--- src/design/stepper_trapezoid_ramp_macros.svh ---
// ----------------------------------------------------------------------------
// Stepper trapezoid ramp: assertion macros
// Shared concurrent assertion forms, clocked on clk and off during reset.
// ----------------------------------------------------------------------------
`ifndef STEPPER_TRAPEZOID_RAMP_MACROS_SVH
`define STEPPER_TRAPEZOID_RAMP_MACROS_SVH

// Check a consequence in the same cycle as its condition
`define STP_ASSERT_NOW(lbl, ante, cons, msg) \
  lbl: assert property (@(posedge clk) disable iff (!rst_n) (ante) |-> (cons)) \
    else $error(msg);

// Check a consequence in the cycle after its condition
`define STP_ASSERT_NEXT(lbl, ante, cons, msg) \
  lbl: assert property (@(posedge clk) disable iff (!rst_n) (ante) |=> (cons)) \
    else $error(msg);

`endif

--- src/design/stp_pkg.sv ---
// ----------------------------------------------------------------------------
// Stepper trapezoid ramp package
// Widths, codes, reset values and the rate scaling helper shared by the interfaces and modules.
// ----------------------------------------------------------------------------
package stp_pkg;

  // Field and state widths
  localparam int POSITION_BITS  = 16;
  localparam int RATE_FRAC_BITS = 8;
  localparam int RATE_W         = 24;
  localparam int VAL_W          = 16;
  localparam int POS_OUT_W      = 16;
  localparam int CFG_W          = 16;
  localparam int CFG_IDX_W      = 2;
  localparam int OP_W           = 2;

  // Derived widths
  localparam int DIST_W    = (POSITION_BITS > VAL_W) ? POSITION_BITS : VAL_W;
  localparam int SCALED_W  = CFG_W + RATE_FRAC_BITS;
  localparam int NUM_W     = SCALED_W + 4;
  localparam int CLAMP_W   = (NUM_W > RATE_W) ? NUM_W : RATE_W;
  localparam int DEN_W     = VAL_W;
  localparam int DIV_CNT_W = $clog2(NUM_W + 1);
  localparam int ZONE_W    = VAL_W + 4;

  localparam logic [RATE_W-1:0] RATE_MAX = {RATE_W{1'b1}};
  localparam logic [VAL_W-1:0]  LEN_MAX  = {VAL_W{1'b1}};

  // Configuration register indexes
  localparam logic [CFG_IDX_W-1:0] CFG_INITIAL_RATE = 2'd0;
  localparam logic [CFG_IDX_W-1:0] CFG_TARGET_RATE  = 2'd1;
  localparam logic [CFG_IDX_W-1:0] CFG_MAX_RATE     = 2'd2;

  // Configuration reset values
  localparam logic [CFG_W-1:0] INITIAL_RATE_RST = 16'd500;
  localparam logic [CFG_W-1:0] TARGET_RATE_RST  = 16'd500;
  localparam logic [CFG_W-1:0] MAX_RATE_RST     = 16'hFFFF;

  // Item opcodes
  typedef enum logic [OP_W-1:0] {
    OP_REL  = 2'd0,
    OP_ABS  = 2'd1,
    OP_TICK = 2'd2,
    OP_STOP = 2'd3
  } stp_op_t;

  // Controller to datapath commands
  typedef struct packed {
    logic load;
    logic div_start;
  } stp_cmd_t;

  // Datapath to controller status
  typedef struct packed {
    logic need_div;
    logic div_done;
  } stp_stat_t;

  // Scale a pulses-per-second value into the rate format, saturated
  function automatic logic [RATE_W-1:0] to_rate(input logic [CFG_W-1:0] pps);
    logic [CLAMP_W-1:0] v;
    v = CLAMP_W'(pps) << RATE_FRAC_BITS;
    if (v > CLAMP_W'(RATE_MAX)) begin
      v = CLAMP_W'(RATE_MAX);
    end
    return RATE_W'(v);
  endfunction

endpackage

--- src/design/stp_channels.sv ---
// ----------------------------------------------------------------------------
// Stepper trapezoid ramp channels
// Valid/ready interfaces for the item input and the result output.
// ----------------------------------------------------------------------------
interface stp_in_if;
  logic                        valid;
  logic                        ready;
  logic [stp_pkg::OP_W-1:0]    opcode;
  logic                        direction;
  logic [stp_pkg::VAL_W-1:0]   move_value;

  modport source (output valid, opcode, direction, move_value, input ready);
  modport sink   (input valid, opcode, direction, move_value, output ready);
endinterface

interface stp_out_if;
  logic                           valid;
  logic                           ready;
  logic                           step_pulse;
  logic                           rate_valid;
  logic [stp_pkg::RATE_W-1:0]     step_rate;
  logic                           move_done;
  logic                           busy_res;
  logic [stp_pkg::POS_OUT_W-1:0]  position;

  modport source (output valid, step_pulse, rate_valid, step_rate, move_done, busy_res,
                  position, input ready);
  modport sink   (input valid, step_pulse, rate_valid, step_rate, move_done, busy_res,
                  position, output ready);
endinterface

--- src/design/stepper_trapezoid_ramp.sv ---
// ----------------------------------------------------------------------------
// Stepper trapezoid ramp
// Move generator with a linear trapezoidal step-rate ramp and a result register.
// ----------------------------------------------------------------------------
// Every item (step tick, limit stop, ignored start, zero-length start) gives
// one result beat from an output register, so items flow at one per cycle while
// the sink keeps up. A start with a nonzero length also launches the
// acceleration division on a bit-serial restoring divider that yields one
// quotient bit a cycle: in_ready stays low after such a start while the divider
// works out all 28 quotient bits and the clamped step is loaded.
// The start's own result beat is ready in the cycle after it is taken.
// ----------------------------------------------------------------------------
`include "stepper_trapezoid_ramp_macros.svh"

module stepper_trapezoid_ramp (
  input  logic                           clk,
  input  logic                           rst_n,
  stp_in_if.sink                         in_ch,
  stp_out_if.source                      out_ch,
  input  logic                           cfg_we,
  input  logic [stp_pkg::CFG_IDX_W-1:0]  cfg_index,
  input  logic [stp_pkg::CFG_W-1:0]      cfg_wdata
);

  stp_pkg::stp_cmd_t          cmd;
  stp_pkg::stp_stat_t         stat;
  logic                       need_div;
  logic                       div_busy;
  logic                       div_done;
  logic [stp_pkg::NUM_W-1:0]  div_numer;
  logic [stp_pkg::NUM_W-1:0]  div_quotient;
  logic [stp_pkg::DEN_W-1:0]  div_denom;

  assign stat.need_div = need_div;
  assign stat.div_done = div_done;

  // Sequence items and the result beat
  stp_ctrl u_ctrl (
    .clk       (clk),
    .rst_n     (rst_n),
    .in_valid  (in_ch.valid),
    .in_ready  (in_ch.ready),
    .out_valid (out_ch.valid),
    .out_ready (out_ch.ready),
    .stat      (stat),
    .cmd       (cmd)
  );

  // Move state and ramp arithmetic
  stp_datapath u_datapath (
    .clk            (clk),
    .rst_n          (rst_n),
    .opcode         (in_ch.opcode),
    .direction      (in_ch.direction),
    .move_value     (in_ch.move_value),
    .cfg_we         (cfg_we),
    .cfg_index      (cfg_index),
    .cfg_wdata      (cfg_wdata),
    .cmd            (cmd),
    .need_div       (need_div),
    .div_done       (div_done),
    .div_quotient   (div_quotient),
    .div_numer      (div_numer),
    .div_denom      (div_denom),
    .res_step_pulse (out_ch.step_pulse),
    .res_rate_valid (out_ch.rate_valid),
    .res_step_rate  (out_ch.step_rate),
    .res_move_done  (out_ch.move_done),
    .res_busy       (out_ch.busy_res),
    .res_position   (out_ch.position)
  );

  // Acceleration divider
  stp_divider u_divider (
    .clk      (clk),
    .rst_n    (rst_n),
    .start    (cmd.div_start),
    .numer    (div_numer),
    .denom    (div_denom),
    .busy     (div_busy),
    .done     (div_done),
    .quotient (div_quotient)
  );

  // No item may enter while the acceleration is still being worked out
  `STP_ASSERT_NOW(a_no_take_in_div, div_busy || div_done, !in_ch.ready, "item taken mid-division")
  // A start that needs a division must have the divider running next cycle
  `STP_ASSERT_NEXT(a_div_follows, cmd.div_start, div_busy, "divider did not start")
  // A finished move never asks for a timer reload
  `STP_ASSERT_NOW(a_done_no_rate, out_ch.valid && out_ch.move_done, !out_ch.rate_valid,
                  "rate reload on finished move")

endmodule

--- src/design/stp_divider.sv ---
// ----------------------------------------------------------------------------
// Stepper trapezoid ramp divider
// Restoring divider, one quotient bit per cycle, for the per-step acceleration.
// ----------------------------------------------------------------------------
module stp_divider (
  input  logic                       clk,
  input  logic                       rst_n,
  input  logic                       start,
  input  logic [stp_pkg::NUM_W-1:0]  numer,
  input  logic [stp_pkg::DEN_W-1:0]  denom,
  output logic                       busy,
  output logic                       done,
  output logic [stp_pkg::NUM_W-1:0]  quotient
);

  logic [stp_pkg::NUM_W-1:0]     quo_r, quo_nxt;
  logic [stp_pkg::DEN_W:0]       rem_r, rem_nxt;
  logic [stp_pkg::DEN_W-1:0]     den_r;
  logic [stp_pkg::DIV_CNT_W-1:0] cnt_r, cnt_nxt;
  logic                          busy_r, busy_nxt;
  logic                          done_r, done_nxt;
  logic [stp_pkg::DEN_W:0]       rem_sh;
  logic                          fits;

  // Shift in the next dividend bit and trial-subtract
  always_comb begin
    rem_sh   = {rem_r[stp_pkg::DEN_W-1:0], quo_r[stp_pkg::NUM_W-1]};
    fits     = rem_sh >= {1'b0, den_r};
    rem_nxt  = fits ? (rem_sh - {1'b0, den_r}) : rem_sh;
    quo_nxt  = {quo_r[stp_pkg::NUM_W-2:0], fits};
    cnt_nxt  = cnt_r - 1'b1;
    busy_nxt = busy_r && (cnt_r != stp_pkg::DIV_CNT_W'(1));
    done_nxt = busy_r && (cnt_r == stp_pkg::DIV_CNT_W'(1));
  end

  // Control: iteration count and handshake flags
  always_ff @(posedge clk) begin
    if (!rst_n) begin
      busy_r <= 1'b0;
      done_r <= 1'b0;
      cnt_r  <= '0;
    end else if (start) begin
      busy_r <= 1'b1;
      done_r <= 1'b0;
      cnt_r  <= stp_pkg::DIV_CNT_W'(stp_pkg::NUM_W);
    end else begin
      busy_r <= busy_nxt;
      done_r <= done_nxt;
      if (busy_r) begin
        cnt_r <= cnt_nxt;
      end
    end
  end

  // Datapath: load operands, then iterate
  always_ff @(posedge clk) begin
    if (start) begin
      quo_r <= numer;
      rem_r <= '0;
      den_r <= denom;
    end else if (busy_r) begin
      quo_r <= quo_nxt;
      rem_r <= rem_nxt;
    end
  end

  assign busy     = busy_r;
  assign done     = done_r;
  assign quotient = quo_r;

endmodule

--- src/design/stp_datapath.sv ---
// ----------------------------------------------------------------------------
// Stepper trapezoid ramp datapath
// Move state, configuration registers, ramp arithmetic and the result register.
// ----------------------------------------------------------------------------
module stp_datapath (
  input  logic                           clk,
  input  logic                           rst_n,
  // item payload
  input  logic [stp_pkg::OP_W-1:0]       opcode,
  input  logic                           direction,
  input  logic [stp_pkg::VAL_W-1:0]      move_value,
  // configuration
  input  logic                           cfg_we,
  input  logic [stp_pkg::CFG_IDX_W-1:0]  cfg_index,
  input  logic [stp_pkg::CFG_W-1:0]      cfg_wdata,
  // controller link
  input  stp_pkg::stp_cmd_t              cmd,
  output logic                           need_div,
  // divider link
  input  logic                           div_done,
  input  logic [stp_pkg::NUM_W-1:0]      div_quotient,
  output logic [stp_pkg::NUM_W-1:0]      div_numer,
  output logic [stp_pkg::DEN_W-1:0]      div_denom,
  // result payload
  output logic                           res_step_pulse,
  output logic                           res_rate_valid,
  output logic [stp_pkg::RATE_W-1:0]     res_step_rate,
  output logic                           res_move_done,
  output logic                           res_busy,
  output logic [stp_pkg::POS_OUT_W-1:0]  res_position
);

  // Configuration registers
  logic [stp_pkg::CFG_W-1:0] initial_rate_r, target_rate_r, max_rate_r;

  // Move state
  logic [stp_pkg::POSITION_BITS-1:0] step_position_r, step_position_nxt;
  logic [stp_pkg::VAL_W-1:0]         steps_left_r, steps_left_nxt;
  logic [stp_pkg::VAL_W-1:0]         move_length_r, move_length_nxt;
  logic [stp_pkg::RATE_W-1:0]        rate_now_r, rate_now_nxt;
  logic [stp_pkg::RATE_W-1:0]        rate_step_r, rate_step_nxt;
  logic                              move_dir_r, move_dir_nxt;
  logic                              moving_r, moving_nxt;
  logic [stp_pkg::CFG_W-1:0]         cap_r;

  // Result register
  logic                           pulse_r, valid_r, done_r, busy_r;
  logic [stp_pkg::RATE_W-1:0]     rate_r;
  logic [stp_pkg::POS_OUT_W-1:0]  pos_r;
  logic                           pulse_nxt, valid_nxt, done_nxt;

  // Intermediate terms
  stp_pkg::stp_op_t              op;
  logic [stp_pkg::DIST_W-1:0]    pos_e, val_e, pos_gap;
  logic [stp_pkg::VAL_W-1:0]     len_start;
  logic [stp_pkg::VAL_W-1:0]     steps_dec;
  logic [stp_pkg::ZONE_W-1:0]    r10, l9, l1;
  logic [stp_pkg::RATE_W:0]      rate_sum;
  logic [stp_pkg::CFG_W-1:0]     rate_diff;
  logic [stp_pkg::NUM_W-1:0]     diff_scaled;
  logic [stp_pkg::CLAMP_W-1:0]   accel, cap_scaled;

  assign op = stp_pkg::stp_op_t'(opcode);

  // Move length of a start: step count, or distance to target saturated
  always_comb begin
    pos_e   = stp_pkg::DIST_W'(step_position_r);
    val_e   = stp_pkg::DIST_W'(move_value);
    pos_gap = (pos_e >= val_e) ? (pos_e - val_e) : (val_e - pos_e);
    if (op == stp_pkg::OP_ABS) begin
      len_start = (pos_gap > stp_pkg::DIST_W'(stp_pkg::LEN_MAX)) ? stp_pkg::LEN_MAX
                                                                  : stp_pkg::VAL_W'(pos_gap);
    end else begin
      len_start = move_value;
    end
  end

  // Acceleration dividend: (target - initial) scaled, times ten
  always_comb begin
    rate_diff   = (target_rate_r > initial_rate_r) ? (target_rate_r - initial_rate_r) : '0;
    diff_scaled = stp_pkg::NUM_W'(rate_diff) << stp_pkg::RATE_FRAC_BITS;
    div_numer   = (diff_scaled << 3) + (diff_scaled << 1);
    div_denom   = len_start;
  end

  // Ramp zone tests and saturating rate updates for a tick
  always_comb begin
    steps_dec = steps_left_r - 1'b1;
    r10       = (stp_pkg::ZONE_W'(steps_dec) << 3) + (stp_pkg::ZONE_W'(steps_dec) << 1);
    l1        = stp_pkg::ZONE_W'(move_length_r);
    l9        = (l1 << 3) + l1;
    rate_sum  = {1'b0, rate_now_r} + {1'b0, rate_step_r};
  end

  // Clamp the quotient to the acceleration cap and to the largest rate
  always_comb begin
    accel      = stp_pkg::CLAMP_W'(div_quotient);
    cap_scaled = stp_pkg::CLAMP_W'(cap_r) << stp_pkg::RATE_FRAC_BITS;
    if (accel > cap_scaled) begin
      accel = cap_scaled;
    end
    if (accel > stp_pkg::CLAMP_W'(stp_pkg::RATE_MAX)) begin
      accel = stp_pkg::CLAMP_W'(stp_pkg::RATE_MAX);
    end
  end

  // Next move state and result flags for the item
  always_comb begin
    step_position_nxt = step_position_r;
    steps_left_nxt    = steps_left_r;
    move_length_nxt   = move_length_r;
    rate_now_nxt      = rate_now_r;
    rate_step_nxt     = rate_step_r;
    move_dir_nxt      = move_dir_r;
    moving_nxt        = moving_r;
    pulse_nxt         = 1'b0;
    valid_nxt         = 1'b0;
    done_nxt          = 1'b0;
    need_div          = 1'b0;
    unique case (op)
      stp_pkg::OP_REL, stp_pkg::OP_ABS: begin
        if (!moving_r) begin
          move_dir_nxt    = direction;
          move_length_nxt = len_start;
          steps_left_nxt  = len_start;
          rate_now_nxt    = stp_pkg::to_rate(initial_rate_r);
          if (len_start != '0) begin
            moving_nxt = 1'b1;
            valid_nxt  = 1'b1;
            need_div   = 1'b1;
          end else begin
            rate_step_nxt = '0;
            done_nxt      = 1'b1;
          end
        end
      end
      stp_pkg::OP_TICK: begin
        if (moving_r) begin
          pulse_nxt         = 1'b1;
          step_position_nxt = move_dir_r ? (step_position_r + 1'b1)
                                         : (step_position_r - 1'b1);
          steps_left_nxt    = steps_dec;
          if (steps_dec == '0) begin
            moving_nxt = 1'b0;
            done_nxt   = 1'b1;
          end else if (r10 >= l9) begin
            rate_now_nxt = rate_sum[stp_pkg::RATE_W] ? stp_pkg::RATE_MAX
                                                     : rate_sum[stp_pkg::RATE_W-1:0];
            valid_nxt    = 1'b1;
          end else if (r10 <= l1) begin
            rate_now_nxt = (rate_now_r > rate_step_r) ? (rate_now_r - rate_step_r) : '0;
            valid_nxt    = 1'b1;
          end
        end
      end
      stp_pkg::OP_STOP: begin
        if (moving_r) begin
          moving_nxt = 1'b0;
          done_nxt   = 1'b1;
        end
      end
      default: begin
        moving_nxt = moving_r;
      end
    endcase
  end

  // Write configuration registers
  always_ff @(posedge clk) begin
    if (!rst_n) begin
      initial_rate_r <= stp_pkg::INITIAL_RATE_RST;
      target_rate_r  <= stp_pkg::TARGET_RATE_RST;
      max_rate_r     <= stp_pkg::MAX_RATE_RST;
    end else if (cfg_we) begin
      unique case (cfg_index)
        stp_pkg::CFG_INITIAL_RATE: initial_rate_r <= cfg_wdata;
        stp_pkg::CFG_TARGET_RATE:  target_rate_r  <= cfg_wdata;
        stp_pkg::CFG_MAX_RATE:     max_rate_r     <= cfg_wdata;
        default:                   max_rate_r     <= max_rate_r;
      endcase
    end
  end

  // Commit move state on a load; take the acceleration when division ends
  always_ff @(posedge clk) begin
    if (!rst_n) begin
      step_position_r <= '0;
      steps_left_r    <= '0;
      move_length_r   <= '0;
      rate_now_r      <= '0;
      rate_step_r     <= '0;
      move_dir_r      <= 1'b0;
      moving_r        <= 1'b0;
    end else if (cmd.load) begin
      step_position_r <= step_position_nxt;
      steps_left_r    <= steps_left_nxt;
      move_length_r   <= move_length_nxt;
      rate_now_r      <= rate_now_nxt;
      rate_step_r     <= rate_step_nxt;
      move_dir_r      <= move_dir_nxt;
      moving_r        <= moving_nxt;
    end else if (div_done) begin
      rate_step_r <= stp_pkg::RATE_W'(accel);
    end
  end

  // Hold the cap for the running division
  always_ff @(posedge clk) begin
    if (cmd.div_start) begin
      cap_r <= max_rate_r;
    end
  end

  // Capture the result beat
  always_ff @(posedge clk) begin
    if (cmd.load) begin
      pulse_r <= pulse_nxt;
      valid_r <= valid_nxt;
      done_r  <= done_nxt;
      busy_r  <= moving_nxt;
      rate_r  <= rate_now_nxt;
      pos_r   <= stp_pkg::POS_OUT_W'(step_position_nxt);
    end
  end

  assign res_step_pulse = pulse_r;
  assign res_rate_valid = valid_r;
  assign res_step_rate  = rate_r;
  assign res_move_done  = done_r;
  assign res_busy       = busy_r;
  assign res_position   = pos_r;

endmodule

--- src/design/stp_ctrl.sv ---
// ----------------------------------------------------------------------------
// Stepper trapezoid ramp controller
// Accepts items, owns the result valid flag and waits out the divider.
// ----------------------------------------------------------------------------
module stp_ctrl (
  input  logic               clk,
  input  logic               rst_n,
  input  logic               in_valid,
  output logic               in_ready,
  output logic               out_valid,
  input  logic               out_ready,
  input  stp_pkg::stp_stat_t stat,
  output stp_pkg::stp_cmd_t  cmd
);

  typedef enum logic [1:0] {
    S_IDLE = 2'b01,
    S_DIV  = 2'b10
  } state_t;

  state_t state_r, state_nxt;
  logic   out_valid_r, out_valid_nxt;
  logic   accept;

  // Take an item when idle and the result slot is free or draining
  assign in_ready      = (state_r == S_IDLE) && (!out_valid_r || out_ready);
  assign accept        = in_valid && in_ready;
  assign cmd.load      = accept;
  assign cmd.div_start = accept && stat.need_div;

  // Advance the state
  always_comb begin
    state_nxt = state_r;
    unique case (state_r)
      S_IDLE: begin
        if (accept && stat.need_div) begin
          state_nxt = S_DIV;
        end
      end
      S_DIV: begin
        if (stat.div_done) begin
          state_nxt = S_IDLE;
        end
      end
      default: begin
        state_nxt = S_IDLE;
      end
    endcase
  end

  // Set on a load, drop when the beat is taken
  always_comb begin
    if (accept) begin
      out_valid_nxt = 1'b1;
    end else if (out_ready) begin
      out_valid_nxt = 1'b0;
    end else begin
      out_valid_nxt = out_valid_r;
    end
  end

  always_ff @(posedge clk) begin
    if (!rst_n) begin
      state_r     <= S_IDLE;
      out_valid_r <= 1'b0;
    end else begin
      state_r     <= state_nxt;
      out_valid_r <= out_valid_nxt;
    end
  end

  assign out_valid = out_valid_r;

endmodule
--- src/flat_wrapper.sv ---
// flat-port wrapper written by rule: the top's interface ports become plain ports
module stepper_trapezoid_ramp_flat 
  (clk, rst_n, cfg_we, cfg_index, cfg_wdata, in_ch_valid, in_ch_opcode, in_ch_direction, in_ch_move_value, in_ch_ready, out_ch_valid, out_ch_step_pulse, out_ch_rate_valid, out_ch_step_rate, out_ch_move_done, out_ch_busy_res, out_ch_position, out_ch_ready);
  stp_in_if in_ch_i ();
  stp_out_if out_ch_i ();
  input  logic clk;
  input  logic rst_n;
  input  logic cfg_we;
  input  logic [stp_pkg::CFG_IDX_W-1:0] cfg_index;
  input  logic [stp_pkg::CFG_W-1:0] cfg_wdata;
  input wire logic [$bits(in_ch_i.valid)-1:0] in_ch_valid;
  input wire logic [$bits(in_ch_i.opcode)-1:0] in_ch_opcode;
  input wire logic [$bits(in_ch_i.direction)-1:0] in_ch_direction;
  input wire logic [$bits(in_ch_i.move_value)-1:0] in_ch_move_value;
  output wire logic [$bits(in_ch_i.ready)-1:0] in_ch_ready;
  output wire logic [$bits(out_ch_i.valid)-1:0] out_ch_valid;
  output wire logic [$bits(out_ch_i.step_pulse)-1:0] out_ch_step_pulse;
  output wire logic [$bits(out_ch_i.rate_valid)-1:0] out_ch_rate_valid;
  output wire logic [$bits(out_ch_i.step_rate)-1:0] out_ch_step_rate;
  output wire logic [$bits(out_ch_i.move_done)-1:0] out_ch_move_done;
  output wire logic [$bits(out_ch_i.busy_res)-1:0] out_ch_busy_res;
  output wire logic [$bits(out_ch_i.position)-1:0] out_ch_position;
  input wire logic [$bits(out_ch_i.ready)-1:0] out_ch_ready;
  assign in_ch_i.valid = in_ch_valid;
  assign in_ch_i.opcode = in_ch_opcode;
  assign in_ch_i.direction = in_ch_direction;
  assign in_ch_i.move_value = in_ch_move_value;
  assign in_ch_ready = in_ch_i.ready;
  assign out_ch_valid = out_ch_i.valid;
  assign out_ch_step_pulse = out_ch_i.step_pulse;
  assign out_ch_rate_valid = out_ch_i.rate_valid;
  assign out_ch_step_rate = out_ch_i.step_rate;
  assign out_ch_move_done = out_ch_i.move_done;
  assign out_ch_busy_res = out_ch_i.busy_res;
  assign out_ch_position = out_ch_i.position;
  assign out_ch_i.ready = out_ch_ready;
  stepper_trapezoid_ramp u_core (.clk(clk), .rst_n(rst_n), .in_ch(in_ch_i), .out_ch(out_ch_i), .cfg_we(cfg_we), .cfg_index(cfg_index), .cfg_wdata(cfg_wdata));
endmodule
--- config.mk ---
export PLATFORM = sky130hd
export DESIGN_NAME = stepper_trapezoid_ramp_flat
export DESIGN_NICKNAME = d
export VERILOG_FILES = /design/src/design/stp_pkg.sv /design/src/design/stp_channels.sv /design/src/design/stepper_trapezoid_ramp.sv /design/src/design/stp_divider.sv /design/src/design/stp_datapath.sv /design/src/design/stp_ctrl.sv /design/src/flat_wrapper.sv
export VERILOG_INCLUDE_DIRS = /design/src /design/src/design
export SDC_FILE = /design/constraint.sdc
export NUM_CORES = 1
export LEC_CHECK = 0
export ABC_AREA = 1
export BUFFER_PORTS_ARGS = -buffer_cell sky130_fd_sc_hd__buf_2
export CORE_UTILIZATION = 50
export CTS_BUF_LIST = sky130_fd_sc_hd__clkbuf_8
export DETAILED_ROUTE_END_ITERATION = 8
export PLACE_DENSITY = 0.74
export SYNTH_ARGS = -nofsm -noshare
export SYNTH_HDL_FRONTEND = slang
export SYNTH_SLANG_ARGS = --single-unit
export TNS_END_PERCENT = 20
--- constraint.sdc ---
create_clock -name clk -period 12.6 [get_ports clk]
set_input_delay 1.26 -clock clk [delete_from_list [all_inputs] [get_ports clk]]
set_output_delay 1.26 -clock clk [all_outputs]
set_load 0.01 [all_outputs]
======== Word-level counts from Yosys, hierarchy flattened ========
Index checks and enable logic that the tools add are counted.
Widths: inputs -> output; s select.
operators by class
  shift operators ......................... 0
  magnitude comparators ................... 10
  muxes and demuxes ....................... 55
  multipliers ............................. 0
  reductions and logical operators ........ 24
  equal/unequal tests ..................... 16
  div/mod/pow operators ................... 0
  add/sub/neg operators ................... 13
  bitwise logic cells ..................... 2
operator list
  kind                   number
  $mux 24                14
  $mux 16                10
  $mux 28                3
  $sub 16x16->16         4
  $pmux 24 s2            1
  $pmux 16 s2            1
  $sub 16x1->16 const B  2
  $add 27x25->28         1
  $gt 28x24->1           1
  $gt 28x24->1 const B   1
  $add 24x24->25         1
  $gt 24x24->1           1
  $gt 24x24->1 const B   1
  $sub 24x24->24         1
  $add 19x16->20         1
  $add 19x17->20         1
  $ge 20x20->1           1
  $le 20x16->1           1
  $mux 1                 18
  $ge 17x16->1           1
  $add 16x1->16 const B  1
  $ge 16x16->1           1
  $gt 16x16->1           1
  $gt 16x16->1 const B   1
  23 further kinds       51
storage, ports and cells
  bits in latches ......................... 0
  bits in read-only memories .............. 0
  RAM bits ................................ 0
  memories kept ........................... 0
  output and inout port bits .............. 46
  input bits .............................. 42
  word-level logic and storage cells ...... 146
  register bits after elaboration ......... 276

======== Longest topological paths before layout ========
Gate-level depths: netlist of the first run.
  depth after elaboration ................. 12
  depth in mapped cells ................... 37
  gate-level depth less buffers ........... 36

======== Cells and area by module ========
A second synthesis of the first run with hierarchy kept.
unflattened totals
  cells, all modules ...................... 3,286
  area, all modules ....................... 22,512.8 um^2
by module, submodules not included
  module        seq. area each (um^2)  cells each  area each (um^2)  instances
  stp_datapath  4,724.5                2,764       18,514.0          1
  stp_divider   1,781.7                503         3,846.2           1
  stp_ctrl      60.1                   19          152.6             1

======== Least setup slack after synthesis of the first run ========
OpenSTA, ideal clock, no wires.
  kind .................................... input -> register
  from .................................... input port in_ch_move_value[0]
  to ...................................... register u_core.u_divider.quo_r (netlist bit u_core.u_divider.quotient[0]) (enable)
  path slack .............................. 8.042 ns
  arrival time ............................ 4.107 ns
  library setup time ...................... 0.452 ns
  cell stages on the path ................. 22
  data required time ...................... 12.148 ns
  buffers on the path ..................... 3
  cell sequence ........................... ha_1 > fa_1 > o21ai_2 > nand2_1 > nand2_1 > nand2_1 > nand3_4 > inv_2 > buf_6 > nand2_1 > nand2_1 > nand2_1 > o21a_2 > nand2_1 > clkinv_1 > nand2_2 > nor2_4 > nand2_2 > nand2_2 > buf_6 > buf_6 > nand2_1
on the way
  cells in the longest elaborated chain, start to end .. 11
  elaborated cells between the ends (all ways) .. 13
  classes of those cells .................. add/sub: 2; order compare: 2; mux: 6; reduce/logical: 3
ends and longest elaborated chain
  what                                                   line                 RTL
  start, declared                                        flat_wrapper.sv:14   input wire logic [$bits(in_ch_i.move_value)-1:0] in_ch_move_value;
  $sub 16x16->16 / $ge 16x16->1 (equally long branches)  stp_datapath.sv:69   pos_gap = (pos_e >= val_e) ? (pos_e - val_e) : (val_e - pos_e);
  $mux 16                                                stp_datapath.sv:69
  $gt 16x16->1                                           stp_datapath.sv:71   len_start = (pos_gap > stp_pkg::DIST_W'(stp_pkg::LEN_MAX)) ? stp_pkg::LEN_MAX
  $mux 16                                                stp_datapath.sv:71
  $mux 16 (*)                                            stp_datapath.sv:70   if (op == stp_pkg::OP_ABS) begin
  $reduce_bool 16->1 (*)                                 stp_datapath.sv:127  if (len_start != '0) begin
  $mux 1 (*)                                             stp_datapath.sv:127
  $mux 1 (*)                                             stp_datapath.sv:122  if (!moving_r) begin
  $mux 1 (*)                                             stp_datapath.sv:120  unique case (op)
  $logic_and 1x1->1 (*)                                  stp_ctrl.sv:29       assign cmd.div_start = accept && stat.need_div;
  $reduce_bool 2->1 (no line) (*)                        n/a
  end signal, assigned                                   stp_divider.sv:58    quo_r <= numer;
  end signal, assigned                                   stp_divider.sv:62    quo_r <= quo_nxt;
  end, declared                                          stp_divider.sv:16    logic [stp_pkg::NUM_W-1:0] quo_r, quo_nxt;
Mark *: on every way between the ends. The rest lies on a longest branch, timed or not.
A chain may end at the register's enable or synchronous reset.

======== Worst setup path after layout of the first run ========
  from .................................... register u_core.u_datapath.steps_left_r[0] (netlist bit)
  to ...................................... register u_core.u_datapath.rate_now_r[3] (netlist bit)
on the way
  cells in the longest elaborated chain, start to end .. 8
  elaborated cells between the ends (all ways) .. 10
  classes of those cells .................. add/sub: 2; order compare: 2; mux: 5; reduce/logical: 1
ends and longest elaborated chain
  what                    line                 RTL
  start, declared         stp_datapath.sv:38   logic [stp_pkg::VAL_W-1:0] steps_left_r, steps_left_nxt;
  start signal, assigned  stp_datapath.sv:196  steps_left_r <= steps_left_nxt;
  $sub 16x1->16 (*)       stp_datapath.sv:88   steps_dec = steps_left_r - 1'b1;
  $add 19x17->20          stp_datapath.sv:89   r10 = (stp_pkg::ZONE_W'(steps_dec) << 3) + (stp_pkg::ZONE_W'(steps_dec) << 1);
  $le 20x16->1            stp_datapath.sv:150  end else if (r10 <= l1) begin
  $mux 24                 stp_datapath.sv:150
  $mux 24                 stp_datapath.sv:146  end else if (r10 >= l9) begin
  $mux 24 (*)             stp_datapath.sv:143  if (steps_dec == '0) begin
  $mux 24 (*)             stp_datapath.sv:138  if (moving_r) begin
  $pmux 24 s2 (*)         stp_datapath.sv:120
  end signal, assigned    stp_datapath.sv:198  rate_now_r <= rate_now_nxt;
  end, declared           stp_datapath.sv:40   logic [stp_pkg::RATE_W-1:0] rate_now_r, rate_now_nxt;
Marked as above.

==> impl_metrics.toml, run 1 <==
[placed_design]
io_buffers = 87
dp_hpwl_um = 48500
placed_cell_area_um2 = 22700
gp_congestion = 0.931

[setup_path]
cp_common_cell = "nand2_1"
worstSetupStartpointType = "register"
crit_path_end_kind = "register"
slowest_delay_ns = 0.83
crit_family = "simple AND/OR/NAND/NOR gates"
cp_num_buf_inv = 4
cpMaxStageDelayCell = "o21a_1"
critPathKind = "reg -> reg"
crit_arrival_ns = 6.36
worst-path-max-fanout = 24
reg2reg_depth = 32
r2r_start = "u_core.u_datapath.steps_left_r[0]"
reg2reg_setup_slack_ns = 6.78
r2r_end = "u_core.u_datapath.rate_now_r[3]"
cp.required_ns = 13.14

[sta]
finalMaxSlewViolations = 0
final-setup-viol-count = 0
final.min_clock_period_ns = 5.82
max_freq_mhz = 172
relSlewSlack_pct = 16.7
fin_skew_ns = 0.0511
rsz0062_at_grt = "false"
tns_ns = 0
hold_viol = 0
final.period_utilization_pct = 46.2
worstMarginPinSlew_ns = 1.25

[yosys]
syn_inst = 3164
synth_fp_nets = 3434
yosys.area_share.simple_pct = 25.2
ys_ff_latch = 276
synth_edf_count = 104
synth.area.mux_share_pct = 0
synth_compound_area_share_pct = 17.5
synth_top_family_by_area = "simple AND/OR/NAND/NOR gates"
ys_warn_count = 0
synth-xor-area-share_pct = 4.47
synth_area_per_cell_um2 = 6.93
synth_area_um2 = 21900
yosys-top-cells-area = "dfxtp_1 16%, edfxtp_1 14%, nand2_1 13%"
synth_area_leader_cell = "dfxtp_1"
synth_fa_ha_area_share_pct = 13.4
synthFlopType = "dfxtp_1"
ys_types = 56
async_flop_share_pct = 0
ys_seq_area_share_pct = 29.9
netlist.area_leader.share_pct = 15.7

[drt]
wl_per_cell_um = 16.8
drtIter0Drc = 1572
ant_nets = 0
drc_errors = 0
dr.pass1.iters = 6
vias_per_cell = 5.56
via_count = 21360
routed_wirelength_um = 64400

[clock_network]
numCtsBuffers = 50
cts_resized = 0
cts_tree = "built"
cts_setup_buffers = 0
cts_sinks = 276
cts_root_buf = "clkbuf_8"
clockBufferDepth = 3
clk-insertion-delay-late_ns = 0.66
cts_max_level = 2
postCtsHoldBufs = 0
path_clk_slew_ns = 0.07

[cells_and_area]
antennaDiodeCount = 0
fin_area_um2 = 23900
area_growth_pct = 8.93
drive_gt1_share_pct = 7.74
nets = 3484

[power_and_ir_drop]
vdd_drop_max_mv = 0.119
p_leak_nw = 11.6
power_density_nw_per_um2 = 174

[min_path]
hp-start = "u_core.u_datapath.max_rate_r[14]"
whs_path_depth = 0
holdPathEnd = "u_core.u_datapath.cap_r[14]"
hp-class = "reg -> reg"

[global_routing]
grt_pass1_vias = 20286
grt-ovfl-total = 0
grt_max_degree = 93
antenna_found_initial = 2
grt_pass1_wl_um = 103000
grt_use_total_pct = 28.8

[die]
die_w_um = 211
ioPinCount = 88
dieArea_um2 = 44700
die-height_um = 211
coreArea_um2 = 43200
start_util_pct = 50.8
row_count = 76

[status]
outcome = "completed"

[flow_run]
cap_violations = 0
cells in the final DEF (no fill, tap or decap), drive strengths merged:
| cell | instances |
|---|---|
| a211oi | 10 |
| a21boi | 8 |
| a21o | 13 |
| a21oi | 342 |
| a221oi | 2 |
| a311oi | 1 |
| a31oi | 16 |
| and2 | 2 |
| and3 | 1 |
| buf | 102 |
| bufinv | 5 |
| clkbuf | 61 |
| clkinv | 13 |
| clkinvlp | 3 |
| dfxtp | 172 |
| edfxtp | 104 |
| fa | 10 |
| ha | 218 |
| inv | 439 |
| nand2 | 764 |
| nand3 | 202 |
| nand3b | 5 |
| nand4 | 21 |
| nor2 | 271 |
| nor3 | 38 |
| nor3b | 1 |
| nor4 | 10 |
| o2111ai | 3 |
| o211ai | 39 |
| o21a | 8 |
| o21ai | 229 |
| o21bai | 15 |
| o221ai | 3 |
| o22ai | 3 |
| o311ai | 1 |
| o31ai | 2 |
| or2 | 8 |
| xnor2 | 24 |
| xor2 | 87 |
layout make-up:
type / count / area, um^2
Clock buffer: 61 / 840
Clock inverter: 33 / 307
Fill cell: 4234 / 19300
Inverter: 427 / 1600
Multi-Input combinational cell: 2357 / 13300
Sequential cell: 276 / 6570
Tap cell: 585 / 732
Timing Repair Buffer: 102 / 551
synthesized netlist by cell type, types with 2 or more instances:
master     count
clkinv_1       5
o22ai_1        3
edfxtp_1     104
dfxtp_1      172
nor2_1       265
buf_2         21
o21ai_1       12
a211oi_1      10
ha_1         218
a21boi_0       5
nor3_1        35
o21a_1         7
buf_6          7
buf_1          7
a21oi_1      342
o221ai_1       3
or2_2          8
nand3_4        2
o21bai_1      15
nor2_4         4
xor2_1        87
nand3_1      198
a31oi_1       15
clkbuf_1      67
o31ai_1        2
nand2_1      746
o211ai_1      39
nor4_1        10
nand3_2        2
nand2_2       17
inv_1        412
nand3b_1       5
o2111ai_1      3
nand4_1       21
inv_2         10
o21ai_0      203
nor3_2         3
nor2_2         2
a21o_1        13
fa_1          10
a21boi_1       2
xnor2_1       23
a221oi_1       2
and2_1         2
o21ai_2       14
through the flow:
step | utilization [%] | instances | total power, W | hold WS [ns] | setup WS (ns)
after floorplan | - | 3164 | 0.00267 | 0.409 | 8.04
after global placement | 52.7 | 3747 | 0.00311 | 0.418 | 6.42
after detailed placement | 52.7 | 3747 | 0.00316 | 0.418 | 6.30
after CTS | 55.3 | 3841 | 0.00414 | 0.427 | 6.85
after global routing | 55.3 | 3841 | 0.00449 | 0.442 | 6.23
final | 55.3 | 3841 | 0.00415 | 0.428 | 6.78
worst max-delay path by stage:
stage / startpoint / end / cells after the start
after floorplan: in_ch_move_value[0] / u_core.u_divider.quotient[0] / 22
after global placement: in_ch_move_value[0] / u_core.u_divider.quotient[17] / 19
after detailed placement: in_ch_move_value[0] / u_core.u_divider.quotient[17] / 17
after CTS: u_core.u_datapath.steps_left_r[0] / u_core.u_datapath.rate_now_r[3] / 32
after global routing: u_core.u_datapath.steps_left_r[0] / u_core.u_datapath.rate_now_r[3] / 34
final: u_core.u_datapath.steps_left_r[0] / u_core.u_datapath.rate_now_r[3] / 32
worst register-to-register path: cells and delay by family (launching register included):
kind | cells | cell delay, ns
XOR/XNOR | 1 | 0.39
AND/OR/NAND/NOR | 19 | 2.30
adder cells (fa/ha/maj) | 3 | 0.87
AO/OA/AOI/OAI | 5 | 1.55
buffers and inverters | 4 | 0.33
flip-flops | 1 | 0.31
registers in the layout, indices dropped and copies added, names as in the netlist, 2 cells and up:
signal                            cells
u_core.u_ctrl.state_r                 2
u_core.u_datapath.cap_r              16
u_core.u_datapath.initial_rate_r     16
u_core.u_datapath.max_rate_r         16
u_core.u_datapath.move_length_r      16
u_core.u_datapath.pos_e              16
u_core.u_datapath.rate_now_r         24
u_core.u_datapath.rate_step_r        24
u_core.u_datapath.res_position       16
u_core.u_datapath.res_step_rate      24
u_core.u_datapath.steps_left_r       16
u_core.u_datapath.target_rate_r      16
u_core.u_divider.cnt_r                5
u_core.u_divider.den_r               16
u_core.u_divider.quotient            28
u_core.u_divider.rem_r               16
kinds of logic after synthesis:
kind of cell,Yosys count
AOI/OAI and AO/OA,695
DFF,276
xor gates and xnor gates,111
buffers and inverters,531
and+or+nand+nor,1323
adders and majority gates,228
report_power, final:
part	leakage (nW)	total (W)	switching [W]	internal [W]
Clock	0.636	0.000963	0.000415	0.000548
Sequential	2.39	0.00111	0.0000783	0.00103
Combinational	8.60	0.00207	0.00136	0.000716
Total	11.6	0.00415	0.00185	0.00230
metal layers:
metal,vias up,GRT usage (%),routed length [um]
met4,2,10.9,1850
li1,10573,-,-
met5,-,0,16
met1,9879,38.1,28700
met2,779,47.1,28900
met3,127,4.38,5040
No activity file was read; power rests on OpenSTA's default activity.
==> run 2, diff against run 1 <==
clock period = 5.7 ns   (was 12.6 ns; I/O delays follow)
==> impl_metrics.toml, run 2 (synthesis gave the netlist of run 1 again) <==
[setup_path]
crit_path_end_kind = "register"
cp_num_buf_inv = 5
critPathKind = "reg -> reg"
crit_arrival_ns = 5.45
cp_common_cell = "nand2_1"
worst-path-max-fanout = 13
cpMaxStageDelayCell = "ha_1"
slowest_delay_ns = 0.33
crit_family = "simple AND/OR/NAND/NOR gates"
cp.required_ns = 6.13
worstSetupStartpointType = "register"

[die]
coreArea_um2 = 43200
die_w_um = 211
dieArea_um2 = 44700
ioPinCount = 88
start_util_pct = 50.8
die-height_um = 211
row_count = 76

[min_path]
hp-class = "in -> reg"

[clock_network]
path_clk_slew_ns = 0.06
postCtsHoldBufs = 0
cts_max_level = 2
clockBufferDepth = 3
numCtsBuffers = 48
cts_tree = "built"
cts_root_buf = "clkbuf_8"
cts_sinks = 276
clk-insertion-delay-late_ns = 0.66

[sta]
fin_hold_ws_ns = 0.168
worstMarginPinSlew_ns = 1.17
finalMaxSlewViolations = 0
fin_skew_ns = 0.0587
hold_viol = 0
rsz0062_at_grt = "false"
max_freq_mhz = 199
final.period_utilization_pct = 88.2
final.min_clock_period_ns = 5.03
relSlewSlack_pct = 22.1
tns_ns = 0
final-setup-viol-count = 0

[placed_design]
place_inst = 3760
dp_hpwl_um = 47300
gp_congestion = 0.948
io_buffers = 87

[global_routing]
antenna_found_initial = 0
grt-ovfl-total = 0
grt_pass1_wl_um = 101000
grt_use_total_pct = 27.9
grt_pass1_vias = 19866
grt_max_degree = 66

[drt]
vias_per_cell = 5.52
drc_errors = 0
dr.pass1.iters = 6
routed_wirelength_um = 62800
wl_per_cell_um = 16.3
drtIter0Drc = 1555
ant_nets = 0
via_count = 21246

[cells_and_area]
stdcell_count = 3849
area_growth_pct = 8.73
largest_register_ff_count = 28
nets = 3495
antennaDiodeCount = 0
layout_commonest_cell = "nand2_1"
drive_gt1_share_pct = 7.97
layout_common_cells = "745 x nand2_1, 425 x inv_1, 342 x a21oi_1, 263 x nor2_1, 218 x ha_1"
final_util_pct = 55.2

[power_and_ir_drop]
power_w = 0.00895
power_density_nw_per_um2 = 375
p_leak_nw = 11.6
vdd_drop_max_mv = 0.276

[status]
outcome = "completed"

[flow_run]
cap_violations = 0
## run 2: per-layer routing
metal | wire [um] | vias up | global-route usage (%) | part of all wire (%)
met1 | 28800 | 9843 | 38.6 | 46
met2 | 28100 | 701 | 44.8 | 45
li1 | - | 10595 | - | -
met5 | 0 | - | 0 | 0
met3 | 4380 | 107 | 3.84 | 7.0
met4 | 1540 | 0 | 8.82 | 2.5
## run 2: worst min-delay path: stages
cell     delay [ns]
buf_2          0.07
inv_1          0.04
nand2_1        0.05
a21oi_1        0.05
## run 2: metrics by stage
stage                     area, um^2  setup slack, ns
final                          23800            0.675
after global routing           23800           0.0297
after CTS                      23800            0.515
after detailed placement       22800            0.470
after global placement         22800            0.712
after floorplan                21900             1.30
## run 2: timing repair
action,CTS,global route
gates resized for setup,0,5
setup buffers,0,0
hold endpoints to repair,0,0
endpoints found under the setup margin,0,48
## run 2: layout make-up
class                           count  area, um^2
Clock buffer                       55         757
Inverter                          427        1600
Sequential cell                   276        6570
Clock inverter                     34         211
Fill cell                        4098       19300
Timing Repair Buffer              115         648
Tap cell                          585         732
Multi-Input combinational cell   2357       13300
## run 2: worst paths after layout
path / from / endpoint / slack (ns) / cells past startpoint
worst min-delay path: out_ch_ready / u_core.u_ctrl.out_valid / 0.17 / 4
worst max register to register: u_core.u_datapath.steps_left_r[0] / u_core.u_datapath.res_step_rate[23] / 0.67 / 30
worst max-delay path: u_core.u_datapath.steps_left_r[0] / u_core.u_datapath.res_step_rate[23] / 0.67 / 30
worst min register to register: u_core.u_datapath.max_rate_r[6] / u_core.u_datapath.cap_r[6] / 0.42 / 0
## run 2: power by group
group | switching, W | internal [W]
Clock | 0.000875 | 0.000980
Combinational | 0.00299 | 0.00165
Sequential | 0.000169 | 0.00228
Total | 0.00403 | 0.00491
